## src/sv/fsvmp_pkg.sv

```systemverilog
package fsvmp_pkg;

  localparam int unsigned PAYLOAD_MAX_DEFAULT = 256;
  localparam int unsigned QUEUE_DEPTH = 4;

  typedef struct packed {
    logic        has_pay;
    logic [7:0]  pay_byte;
    logic [7:0]  pay_index;
    logic        has_sum;
    logic [31:0] origin_node;
    logic [31:0] message_number;
    logic [31:0] sender_node;
    logic [63:0] time_stamp;
    logic [31:0] message_kind;
    logic [31:0] hop_limit;
    logic [8:0]  payload_length;
    logic        ok;
  } entry_t;

  typedef struct packed {
    logic   valid;
    entry_t entry;
  } head_t;

endpackage

```

## src/sv/fixed_schema_varint_message_parser_core.sv

```systemverilog
// Path: a byte is written into the queue, then loaded into the output register; a last byte
// that is also a payload byte yields its payload result first and then its summary result.
// Throughput: 1 byte per cycle while the queue is not full; the output register emits 1
// result per cycle while result_ready is high (the queue absorbs the extra summary result).
// Reset: synchronous; clears parser state, stored fields, queue and output valid.
module fixed_schema_varint_message_parser_core import fsvmp_pkg::*; #(
  parameter int unsigned PAYLOAD_MAX = PAYLOAD_MAX_DEFAULT,
  parameter int unsigned DEPTH       = QUEUE_DEPTH
) (
  input  logic        clk,
  input  logic        rst,
  input  logic        data_valid,
  output logic        data_ready,
  input  logic [7:0]  data_byte,
  input  logic        last_byte,
  output logic        result_valid,
  input  logic        result_ready,
  output logic        result_kind,
  output logic [7:0]  payload_byte,
  output logic [7:0]  payload_index,
  output logic [31:0] origin_node,
  output logic [31:0] message_number,
  output logic [31:0] sender_node,
  output logic [63:0] time_stamp,
  output logic [31:0] message_kind,
  output logic [31:0] hop_limit,
  output logic [8:0]  payload_length,
  output logic        ok
);

  logic   fire;
  logic   push;
  logic   full;
  logic   pop;
  entry_t push_entry;
  head_t  head;

  assign data_ready = !full;
  assign fire       = data_valid && data_ready;

  fsvmp_front #(
    .PAYLOAD_MAX(PAYLOAD_MAX)
  ) u_front (
    .clk       (clk),
    .rst       (rst),
    .fire      (fire),
    .data_byte (data_byte),
    .last_byte (last_byte),
    .push      (push),
    .push_entry(push_entry)
  );

  fsvmp_queue #(
    .DEPTH(DEPTH)
  ) u_queue (
    .clk       (clk),
    .rst       (rst),
    .push      (push),
    .push_entry(push_entry),
    .full      (full),
    .head      (head),
    .pop       (pop)
  );

  fsvmp_back u_back (
    .clk           (clk),
    .rst           (rst),
    .head          (head),
    .pop           (pop),
    .result_valid  (result_valid),
    .result_ready  (result_ready),
    .result_kind   (result_kind),
    .payload_byte  (payload_byte),
    .payload_index (payload_index),
    .origin_node   (origin_node),
    .message_number(message_number),
    .sender_node   (sender_node),
    .time_stamp    (time_stamp),
    .message_kind  (message_kind),
    .hop_limit     (hop_limit),
    .payload_length(payload_length),
    .ok            (ok)
  );

endmodule

```

## src/sv/fsvmp_front.sv

```systemverilog
module fsvmp_front import fsvmp_pkg::*; #(
  parameter int unsigned PAYLOAD_MAX = PAYLOAD_MAX_DEFAULT
) (
  input  logic       clk,
  input  logic       rst,
  input  logic       fire,
  input  logic [7:0] data_byte,
  input  logic       last_byte,
  output logic       push,
  output entry_t     push_entry
);

  localparam logic [2:0] PH_KEY     = 3'd0;
  localparam logic [2:0] PH_VALUE   = 3'd1;
  localparam logic [2:0] PH_LENGTH  = 3'd2;
  localparam logic [2:0] PH_PAYLOAD = 3'd3;
  localparam logic [2:0] PH_SKIP    = 3'd4;

  localparam logic [2:0] WT_VARINT = 3'd0;
  localparam logic [2:0] WT_LEN    = 3'd2;

  localparam logic [2:0] FIELD_SKIP    = 3'd0;
  localparam logic [2:0] FIELD_FIRST   = 3'd1;
  localparam logic [2:0] FIELD_LAST    = 3'd6;
  localparam logic [2:0] FIELD_PAYLOAD = 3'd7;

  localparam logic [3:0] GRP_SAT = 4'd10;

  logic [2:0]  phase, phase_next;
  logic [63:0] acc, acc_next;
  logic [3:0]  grp, grp_next;
  logic [2:0]  cur, cur_next;
  logic [63:0] btt, btt_next;
  logic [63:0] fs [6];
  logic [63:0] fs_next [6];
  logic [8:0]  len, len_next;
  logic [7:0]  pos, pos_next;
  logic        err, err_next;

  logic [6:0]  shamt;
  logic [63:0] ins;
  logic [63:0] v;
  logic        done;
  logic [31:0] fn;
  logic [2:0]  wt;
  logic        emit_pay;

  assign shamt = 7'(grp) * 7'd7;
  assign ins   = (grp < GRP_SAT) ? (64'(data_byte[6:0]) << shamt) : 64'd0;
  assign v     = acc | ins;
  assign done  = !data_byte[7];
  assign fn    = v[34:3];
  assign wt    = v[2:0];

  always_comb begin
    phase_next = phase;
    acc_next   = acc;
    grp_next   = grp;
    cur_next   = cur;
    btt_next   = btt;
    fs_next    = fs;
    len_next   = len;
    pos_next   = pos;
    err_next   = err;
    emit_pay   = 1'b0;
    if (!err && (phase == PH_KEY || phase == PH_VALUE || phase == PH_LENGTH)) begin
      acc_next = done ? 64'd0 : v;
      grp_next = done ? 4'd0 : ((grp == GRP_SAT) ? GRP_SAT : grp + 4'd1);
    end
    if (!err) begin
      case (phase)
        PH_KEY: begin
          if (done) begin
            if (fn >= 32'(FIELD_FIRST) && fn <= 32'(FIELD_LAST)) begin
              if (wt == WT_VARINT) begin
                cur_next   = fn[2:0];
                phase_next = PH_VALUE;
              end
            end else if (fn == 32'(FIELD_PAYLOAD)) begin
              if (wt == WT_LEN) begin
                cur_next   = FIELD_PAYLOAD;
                phase_next = PH_LENGTH;
              end
            end else if (wt == WT_VARINT) begin
              cur_next   = FIELD_SKIP;
              phase_next = PH_VALUE;
            end else if (wt == WT_LEN) begin
              cur_next   = FIELD_SKIP;
              phase_next = PH_LENGTH;
            end
          end
        end
        PH_VALUE: begin
          if (done) begin
            if (cur >= FIELD_FIRST && cur <= FIELD_LAST) begin
              fs_next[cur - 3'd1] = v;
            end
            phase_next = PH_KEY;
          end
        end
        PH_LENGTH: begin
          if (done) begin
            if (cur == FIELD_PAYLOAD) begin
              if (v > 64'(PAYLOAD_MAX)) begin
                err_next = 1'b1;
              end else begin
                len_next   = v[8:0];
                pos_next   = 8'd0;
                btt_next   = v;
                phase_next = (v != 64'd0) ? PH_PAYLOAD : PH_KEY;
              end
            end else begin
              btt_next   = v;
              phase_next = (v != 64'd0) ? PH_SKIP : PH_KEY;
            end
          end
        end
        PH_PAYLOAD: begin
          emit_pay = 1'b1;
          pos_next = pos + 8'd1;
          btt_next = btt - 64'd1;
          if (btt == 64'd1) begin
            phase_next = PH_KEY;
          end
        end
        PH_SKIP: begin
          btt_next = btt - 64'd1;
          if (btt == 64'd1) begin
            phase_next = PH_KEY;
          end
        end
        default: begin
          err_next = 1'b1;
        end
      endcase
    end
  end

  assign push = fire && (emit_pay || last_byte);

  always_comb begin
    push_entry                = '0;
    push_entry.has_pay        = emit_pay;
    push_entry.pay_byte       = data_byte;
    push_entry.pay_index      = pos;
    push_entry.has_sum        = last_byte;
    push_entry.origin_node    = fs_next[0][31:0];
    push_entry.message_number = fs_next[1][31:0];
    push_entry.sender_node    = fs_next[2][31:0];
    push_entry.time_stamp     = fs_next[3];
    push_entry.message_kind   = fs_next[4][31:0];
    push_entry.hop_limit      = fs_next[5][31:0];
    push_entry.payload_length = len_next;
    push_entry.ok             = !err_next && (phase_next == PH_KEY);
  end

  // the last byte returns the parser to its reset state
  always_ff @(posedge clk) begin
    if (rst || (fire && last_byte)) begin
      phase <= PH_KEY;
      acc   <= 64'd0;
      grp   <= 4'd0;
      cur   <= FIELD_SKIP;
      btt   <= 64'd0;
      for (int i = 0; i < 6; i++) begin
        fs[i] <= 64'd0;
      end
      len   <= 9'd0;
      pos   <= 8'd0;
      err   <= 1'b0;
    end else if (fire) begin
      phase <= phase_next;
      acc   <= acc_next;
      grp   <= grp_next;
      cur   <= cur_next;
      btt   <= btt_next;
      fs    <= fs_next;
      len   <= len_next;
      pos   <= pos_next;
      err   <= err_next;
    end
  end

endmodule

```

## src/sv/fsvmp_queue.sv

```systemverilog
module fsvmp_queue import fsvmp_pkg::*; #(
  parameter int unsigned DEPTH = QUEUE_DEPTH
) (
  input  logic   clk,
  input  logic   rst,
  input  logic   push,
  input  entry_t push_entry,
  output logic   full,
  output head_t  head,
  input  logic   pop
);

  localparam int unsigned PW = (DEPTH > 1) ? $clog2(DEPTH) : 1;
  localparam int unsigned CW = $clog2(DEPTH + 1);

  entry_t        mem [DEPTH];
  logic [PW-1:0] wr_ptr;
  logic [PW-1:0] rd_ptr;
  logic [CW-1:0] count;

  assign full       = (count == CW'(DEPTH));
  assign head.valid = (count != '0);
  assign head.entry = mem[rd_ptr];

  always_ff @(posedge clk) begin
    if (push) begin
      mem[wr_ptr] <= push_entry;
    end
  end

  always_ff @(posedge clk) begin
    if (rst) begin
      wr_ptr <= '0;
      rd_ptr <= '0;
      count  <= '0;
    end else begin
      if (push) begin
        wr_ptr <= (wr_ptr == PW'(DEPTH - 1)) ? '0 : wr_ptr + 1'b1;
      end
      if (pop) begin
        rd_ptr <= (rd_ptr == PW'(DEPTH - 1)) ? '0 : rd_ptr + 1'b1;
      end
      case ({push, pop})
        2'b10:   count <= count + 1'b1;
        2'b01:   count <= count - 1'b1;
        default: count <= count;
      endcase
    end
  end

endmodule

```

## src/sv/fsvmp_back.sv

```systemverilog
module fsvmp_back import fsvmp_pkg::*; (
  input  logic        clk,
  input  logic        rst,
  input  head_t       head,
  output logic        pop,
  output logic        result_valid,
  input  logic        result_ready,
  output logic        result_kind,
  output logic [7:0]  payload_byte,
  output logic [7:0]  payload_index,
  output logic [31:0] origin_node,
  output logic [31:0] message_number,
  output logic [31:0] sender_node,
  output logic [63:0] time_stamp,
  output logic [31:0] message_kind,
  output logic [31:0] hop_limit,
  output logic [8:0]  payload_length,
  output logic        ok
);

  logic load;
  logic pay_done;
  logic split_pay;

  assign load      = !result_valid || result_ready;
  assign split_pay = head.entry.has_pay && !pay_done;
  // a word carrying both results stays at the head until its summary goes out
  assign pop       = load && head.valid && !(split_pay && head.entry.has_sum);

  always_ff @(posedge clk) begin
    if (rst) begin
      result_valid <= 1'b0;
      pay_done     <= 1'b0;
    end else if (load) begin
      result_valid <= head.valid;
      if (head.valid) begin
        pay_done <= split_pay && head.entry.has_sum;
      end
    end
  end

  always_ff @(posedge clk) begin
    if (load && head.valid) begin
      if (split_pay) begin
        result_kind    <= 1'b0;
        payload_byte   <= head.entry.pay_byte;
        payload_index  <= head.entry.pay_index;
        origin_node    <= 32'd0;
        message_number <= 32'd0;
        sender_node    <= 32'd0;
        time_stamp     <= 64'd0;
        message_kind   <= 32'd0;
        hop_limit      <= 32'd0;
        payload_length <= 9'd0;
        ok             <= 1'b0;
      end else begin
        result_kind    <= 1'b1;
        payload_byte   <= 8'd0;
        payload_index  <= 8'd0;
        origin_node    <= head.entry.origin_node;
        message_number <= head.entry.message_number;
        sender_node    <= head.entry.sender_node;
        time_stamp     <= head.entry.time_stamp;
        message_kind   <= head.entry.message_kind;
        hop_limit      <= head.entry.hop_limit;
        payload_length <= head.entry.payload_length;
        ok             <= head.entry.ok;
      end
    end
  end

endmodule

```

## config.mk

```make
export PLATFORM = sky130hd
export DESIGN_NAME = fixed_schema_varint_message_parser_core
export DESIGN_NICKNAME = d
export VERILOG_FILES = /design/src/sv/fsvmp_pkg.sv /design/src/sv/fixed_schema_varint_message_parser_core.sv /design/src/sv/fsvmp_front.sv /design/src/sv/fsvmp_queue.sv /design/src/sv/fsvmp_back.sv
export SDC_FILE = /design/constraint.sdc
export NUM_CORES = 2
export LEC_CHECK = 0
export ABC_CLOCK_PERIOD_IN_PS = 23600
export BUFFER_PORTS_ARGS = -buffer_cell sky130_fd_sc_hd__buf_2
export CAP_MARGIN = 20
export CORE_ASPECT_RATIO = 0.9
export CORE_MARGIN = 5
export CORE_UTILIZATION = 60
export DETAILED_ROUTE_END_ITERATION = 16
export GPL_ROUTABILITY_DRIVEN = 1
export HOLD_SLACK_MARGIN = 0.05
export PLACE_DENSITY = 0.79
export SYNTH_ARGS = -nofsm -noshare
export SYNTH_HDL_FRONTEND = slang
export SYNTH_SLANG_ARGS = --single-unit
```

## constraint.sdc

```tcl
create_clock -name clk -period 23.6 [get_ports clk]
set_clock_uncertainty 0.2 [all_clocks]
set_input_delay 7.08 -clock clk [delete_from_list [all_inputs] [get_ports clk]]
set_output_delay 7.08 -clock clk [all_outputs]
set_load 0.03 [all_outputs]
```

==> impl_metrics.sql <==
INSERT INTO impl_metrics (metric_group, metric, value, unit) VALUES
('outcome', 'run_status', 'finished, final reports clean', ''),
('logic_synthesis', 'number_of_enable_type_register_cells_in_the_synthesized_netlist', '1259', ''),
('global_route', 'grt_antenna_before_repair', '6', ''),
('finish', 'most_used_cells_in_the_layout_excluding_fill_and_tap_cells', 'sky130_fd_sc_hd__edfxtp_1 (1,259), sky130_fd_sc_hd__nand2_1 (642), sky130_fd_sc_hd__a21oi_1 (511)', ''),
('sta', 'final-hold-violation-count', '0', ''),
('clock_tree', 'ctsHoldBuffers', '0', ''),
('routing', 'post_drt_via_cell_ratio', '6.29', ''),
('finish', 'non_filler_cell_area_final', '72500', 'um2'),
('global_route', 'grt_pass1_wl', '240000', 'um'),
('die', 'die-width', '355', 'um'),
('logic_synthesis', 'mappedNetlistArea', '64400', 'um2'),
('clock_tree', 'clock_insertion_delay_worst_skew', '760', 'ps'),
('die', 'io-pin-count', '266', ''),
('routing', 'drt-wirelength-per-cell', '25.2', 'um'),
('sta', 'post-route-min-period', '10320', 'ps'),
('setup_path', 'crit_path_dat', '10490', 'ps'),
('sta', 'setup_tns', '0', 'ps'),
('run', 'timing.max_cap.violations', '0', ''),
('logic_synthesis', 'yosys.area_share.xor_xnor', '0.00150', ''),
('clock_tree', 'htree_levels', '4', ''),
('clock_tree', 'ctsResizeCount', '0', ''),
('sta', 'final_max_slew_viol_count', '0', ''),
('logic_synthesis', 'async_flop_share', '0', ''),
('die', 'row_count', '114', ''),
('logic_synthesis', 'synth-simple-area-share', '0.103', ''),
('sta', 'grt_setup_unrepaired', 'false', ''),
('pwr', 'pwr_density_cell', '117', 'nW/um2'),
('clock_tree', 'tritoncts_clock_tree', 'done', ''),
('sta', 'fin_crit_sh', '0.437', ''),
('setup_path', 'crit_path_start_kind', 'primary input', ''),
('worst_hold_path', 'timing.hold.worst.class', 'reg2reg', ''),
('die', 'core-area', '107000', 'um2'),
('pwr', 'sw_frac', '0.322', ''),
('setup_path', 'crit_type', 'in2reg', ''),
('pwr', 'power_report.internal_total', '5.75', 'mW'),
('placement', 'hpwl', '93300', 'um'),
('sta', 'report.final.setup_viol', '0', ''),
('logic_synthesis', 'ys_dominant_reg_cell', 'sky130_fd_sc_hd__edfxtp_1', ''),
('pwr', 'clock_network_fraction_of_total_power', '0.295', ''),
('sta', 'worst-slew-pin-transition', '1250', 'ps'),
('finish', 'layout-drive-gt1-share', '0.187', ''),
('sta', 'relSlewSlack', '0.168', ''),
('pwr', 'vdd_drop_max', '0.000102', 'V'),
('setup_path', 'critical_path.most_common_cell', 'sky130_fd_sc_hd__buf_4', ''),
('placement', 'placed_cell_area', '67300', 'um2'),
('clock_tree', 'cts-root-to-sink-buffers', '3', ''),
('routing', 'drt_drc_violations_left', '0', ''),
('sta', 'maximum_achievable_frequency', '96.9', 'MHz'),
('global_route', 'grt_pass1_vias', '39100', ''),
('logic_synthesis', 'dominant_combinational_cell_family_by_area_after_synthesis', 'simple AND/OR/NAND/NOR gates', ''),
('global_route', 'grt_max_degree', '168', ''),
('clock_tree', 'cts_setup_buffers', '0', ''),
('placement', 'place.port_buffers', '265', ''),
('routing', 'drt_iter0_markers', '4854', ''),
('logic_synthesis', 'synthesis.yosys.warnings', '0', ''),
('routing', 'detail_route.wirelength', '159000', 'um'),
('logic_synthesis', 'synth.yosys.seq_area_share', '0.709', ''),
('pwr', 'share_seq_of_total_power', '0.441', ''),
('pwr', 'pwr-share-comb', '0.264', ''),
('clock_tree', 'cts.sink_count', '1650', ''),
('setup_path', 'crit_fanout', '58', ''),
('die', 'design.die.area', '114000', 'um2'),
('routing', 'dr_total_vias', '39800', ''),
('logic_synthesis', 'synthesis.nets', '4595', ''),
('setup_path', 'cp_slowest_stage_delay', '870', 'ps'),
('finish', 'num-nets-final', '4813', ''),
('setup_path', 'critPathRequiredTime', '23760', 'ps'),
('global_route', 'gr-total-overflow', '0', ''),
('routing', 'drt_first_pass_iters', '6', ''),
('setup_path', 'worst_path_max_delay_cell', 'sky130_fd_sc_hd__buf_4', ''),
('setup_path', 'cp_cell_sequence', 'buf_2 -> nand2_4 -> nor2_1 -> and2_4 -> buf_4 -> buf_4', '');
-- power groups by stage --
| stage | Clock (mW) | Sequential (mW) | Combinational (mW) |
|---|---|---|---|
| after CTS | 2.53 | 3.75 | 2.27 |
| after floorplan | 0 | 4.38 | 1.12 |
| after global placement | 0 | 3.80 | 2.22 |
| final | 2.50 | 3.74 | 2.24 |
| after global routing | 2.66 | 3.77 | 2.39 |
| after detailed placement | 0 | 3.80 | 2.25 |
-- cell families after synthesis --
logic type / count (synthesis)
and+or+nand+nor: 1430
adders and majority gates: 16
muxes: 276
AOI/OAI and AO/OA: 863
xor gates and xnor gates: 11
buffers and inverters: 320
DFF: 1650
-- critical path: cells and delay by family --
family,cells,cell delay (ps)
and+or+nand+nor,3,1480
buffers and inverters,3,1830
-- final cells by class --
| type | count | area (um2) |
|---|---|---|
| multi-input cells | 2596 | 17800 |
| clock buffers | 234 | 4560 |
| clock inverters | 64 | 613 |
| flip-flops and latches | 1650 | 45600 |
| diodes | 11 | 27.5 |
| repair buffers | 356 | 2050 |
| fillers | 7040 | 34500 |
| well taps | 1392 | 1740 |
| inverters | 21 | 83.8 |
-- final timing paths --
path	from	to	slack, ps	cells past startpoint
worst max-delay path	data_valid	u_queue.mem[3][218]$_DFFE_PP_	13280	6
worst min-delay path	u_front.fs[349]$_SDFFE_PP0P_	u_front.fs[349]$_SDFFE_PP0P_	250	2
worst max register to register	u_front.phase[1]$_SDFFE_PP0P_	u_queue.mem[3][218]$_DFFE_PP_	18860	7
worst min register to register	u_front.fs[349]$_SDFFE_PP0P_	u_front.fs[349]$_SDFFE_PP0P_	250	2
-- cell usage after synthesis (9+ instances only) --
library cell | count | area share
sky130_fd_sc_hd__buf_2 | 13 | 0.0010
sky130_fd_sc_hd__o22ai_1 | 9 | 0.00087
sky130_fd_sc_hd__dfxtp_1 | 391 | 0.12
sky130_fd_sc_hd__or3_1 | 9 | 0.00087
sky130_fd_sc_hd__mux4_2 | 251 | 0.088
sky130_fd_sc_hd__nand3_1 | 28 | 0.0022
sky130_fd_sc_hd__inv_1 | 20 | 0.0012
sky130_fd_sc_hd__a31oi_1 | 9 | 0.00087
sky130_fd_sc_hd__o31ai_1 | 9 | 0.0010
sky130_fd_sc_hd__nor4_1 | 21 | 0.0020
sky130_fd_sc_hd__a211oi_2 | 9 | 0.0017
sky130_fd_sc_hd__o211ai_1 | 10 | 0.0012
sky130_fd_sc_hd__nand4_1 | 13 | 0.0013
sky130_fd_sc_hd__a21oi_1 | 542 | 0.042
sky130_fd_sc_hd__a21o_1 | 9 | 0.0010
sky130_fd_sc_hd__clkbuf_1 | 244 | 0.014
sky130_fd_sc_hd__ha_1 | 15 | 0.0029
sky130_fd_sc_hd__and2_1 | 260 | 0.025
sky130_fd_sc_hd__nand2_1 | 644 | 0.038
sky130_fd_sc_hd__o21ai_0 | 204 | 0.016
sky130_fd_sc_hd__edfxtp_1 | 1259 | 0.59
sky130_fd_sc_hd__nor2_1 | 264 | 0.015
sky130_fd_sc_hd__nor3_1 | 118 | 0.0092
sky130_fd_sc_hd__nor2b_1 | 11 | 0.0011
sky130_fd_sc_hd__buf_1 | 37 | 0.0022
sky130_fd_sc_hd__o21ai_1 | 14 | 0.0011
sky130_fd_sc_hd__mux2i_1 | 25 | 0.0039
-- routing by layer --
metal	global-route usage	wire length, um
met3	0.0545	13800
met2	0.442	76700
met5	0	0
met4	0.123	6530
met1	0.381	62200
-- metrics by stage --
step	setup WS [ps]	power, mW	util	hold slack [ps]	instances
after floorplan	1850	5.50	-	237	4566
after global placement	12600	6.02	0.629	241	6011
after detailed placement	12540	6.05	0.629	247	6013
after CTS	13260	8.55	0.677	255	6311
after global routing	13100	8.82	0.677	272	6313
final	13280	8.48	0.678	254	6324
-- flip-flops by register name, summed over array words and instances (netlist names), 3 cells and up, named ones only --
register and flops:
u_back.hop_limit 32, u_back.message_kind 32, u_back.message_number 32, u_back.origin_node 32
u_back.payload_byte 8, u_back.payload_index 8, u_back.payload_length 9, u_back.sender_node 32
u_back.time_stamp 64, u_front.acc 64, u_front.btt 64, u_front.cur 3
u_front.fs 224, u_front.grp 4, u_front.len 9, u_front.phase 3
u_front.pos 8, u_queue.count 3, u_queue.mem 1008
Note: power is estimated with default switching activity, not from simulation.
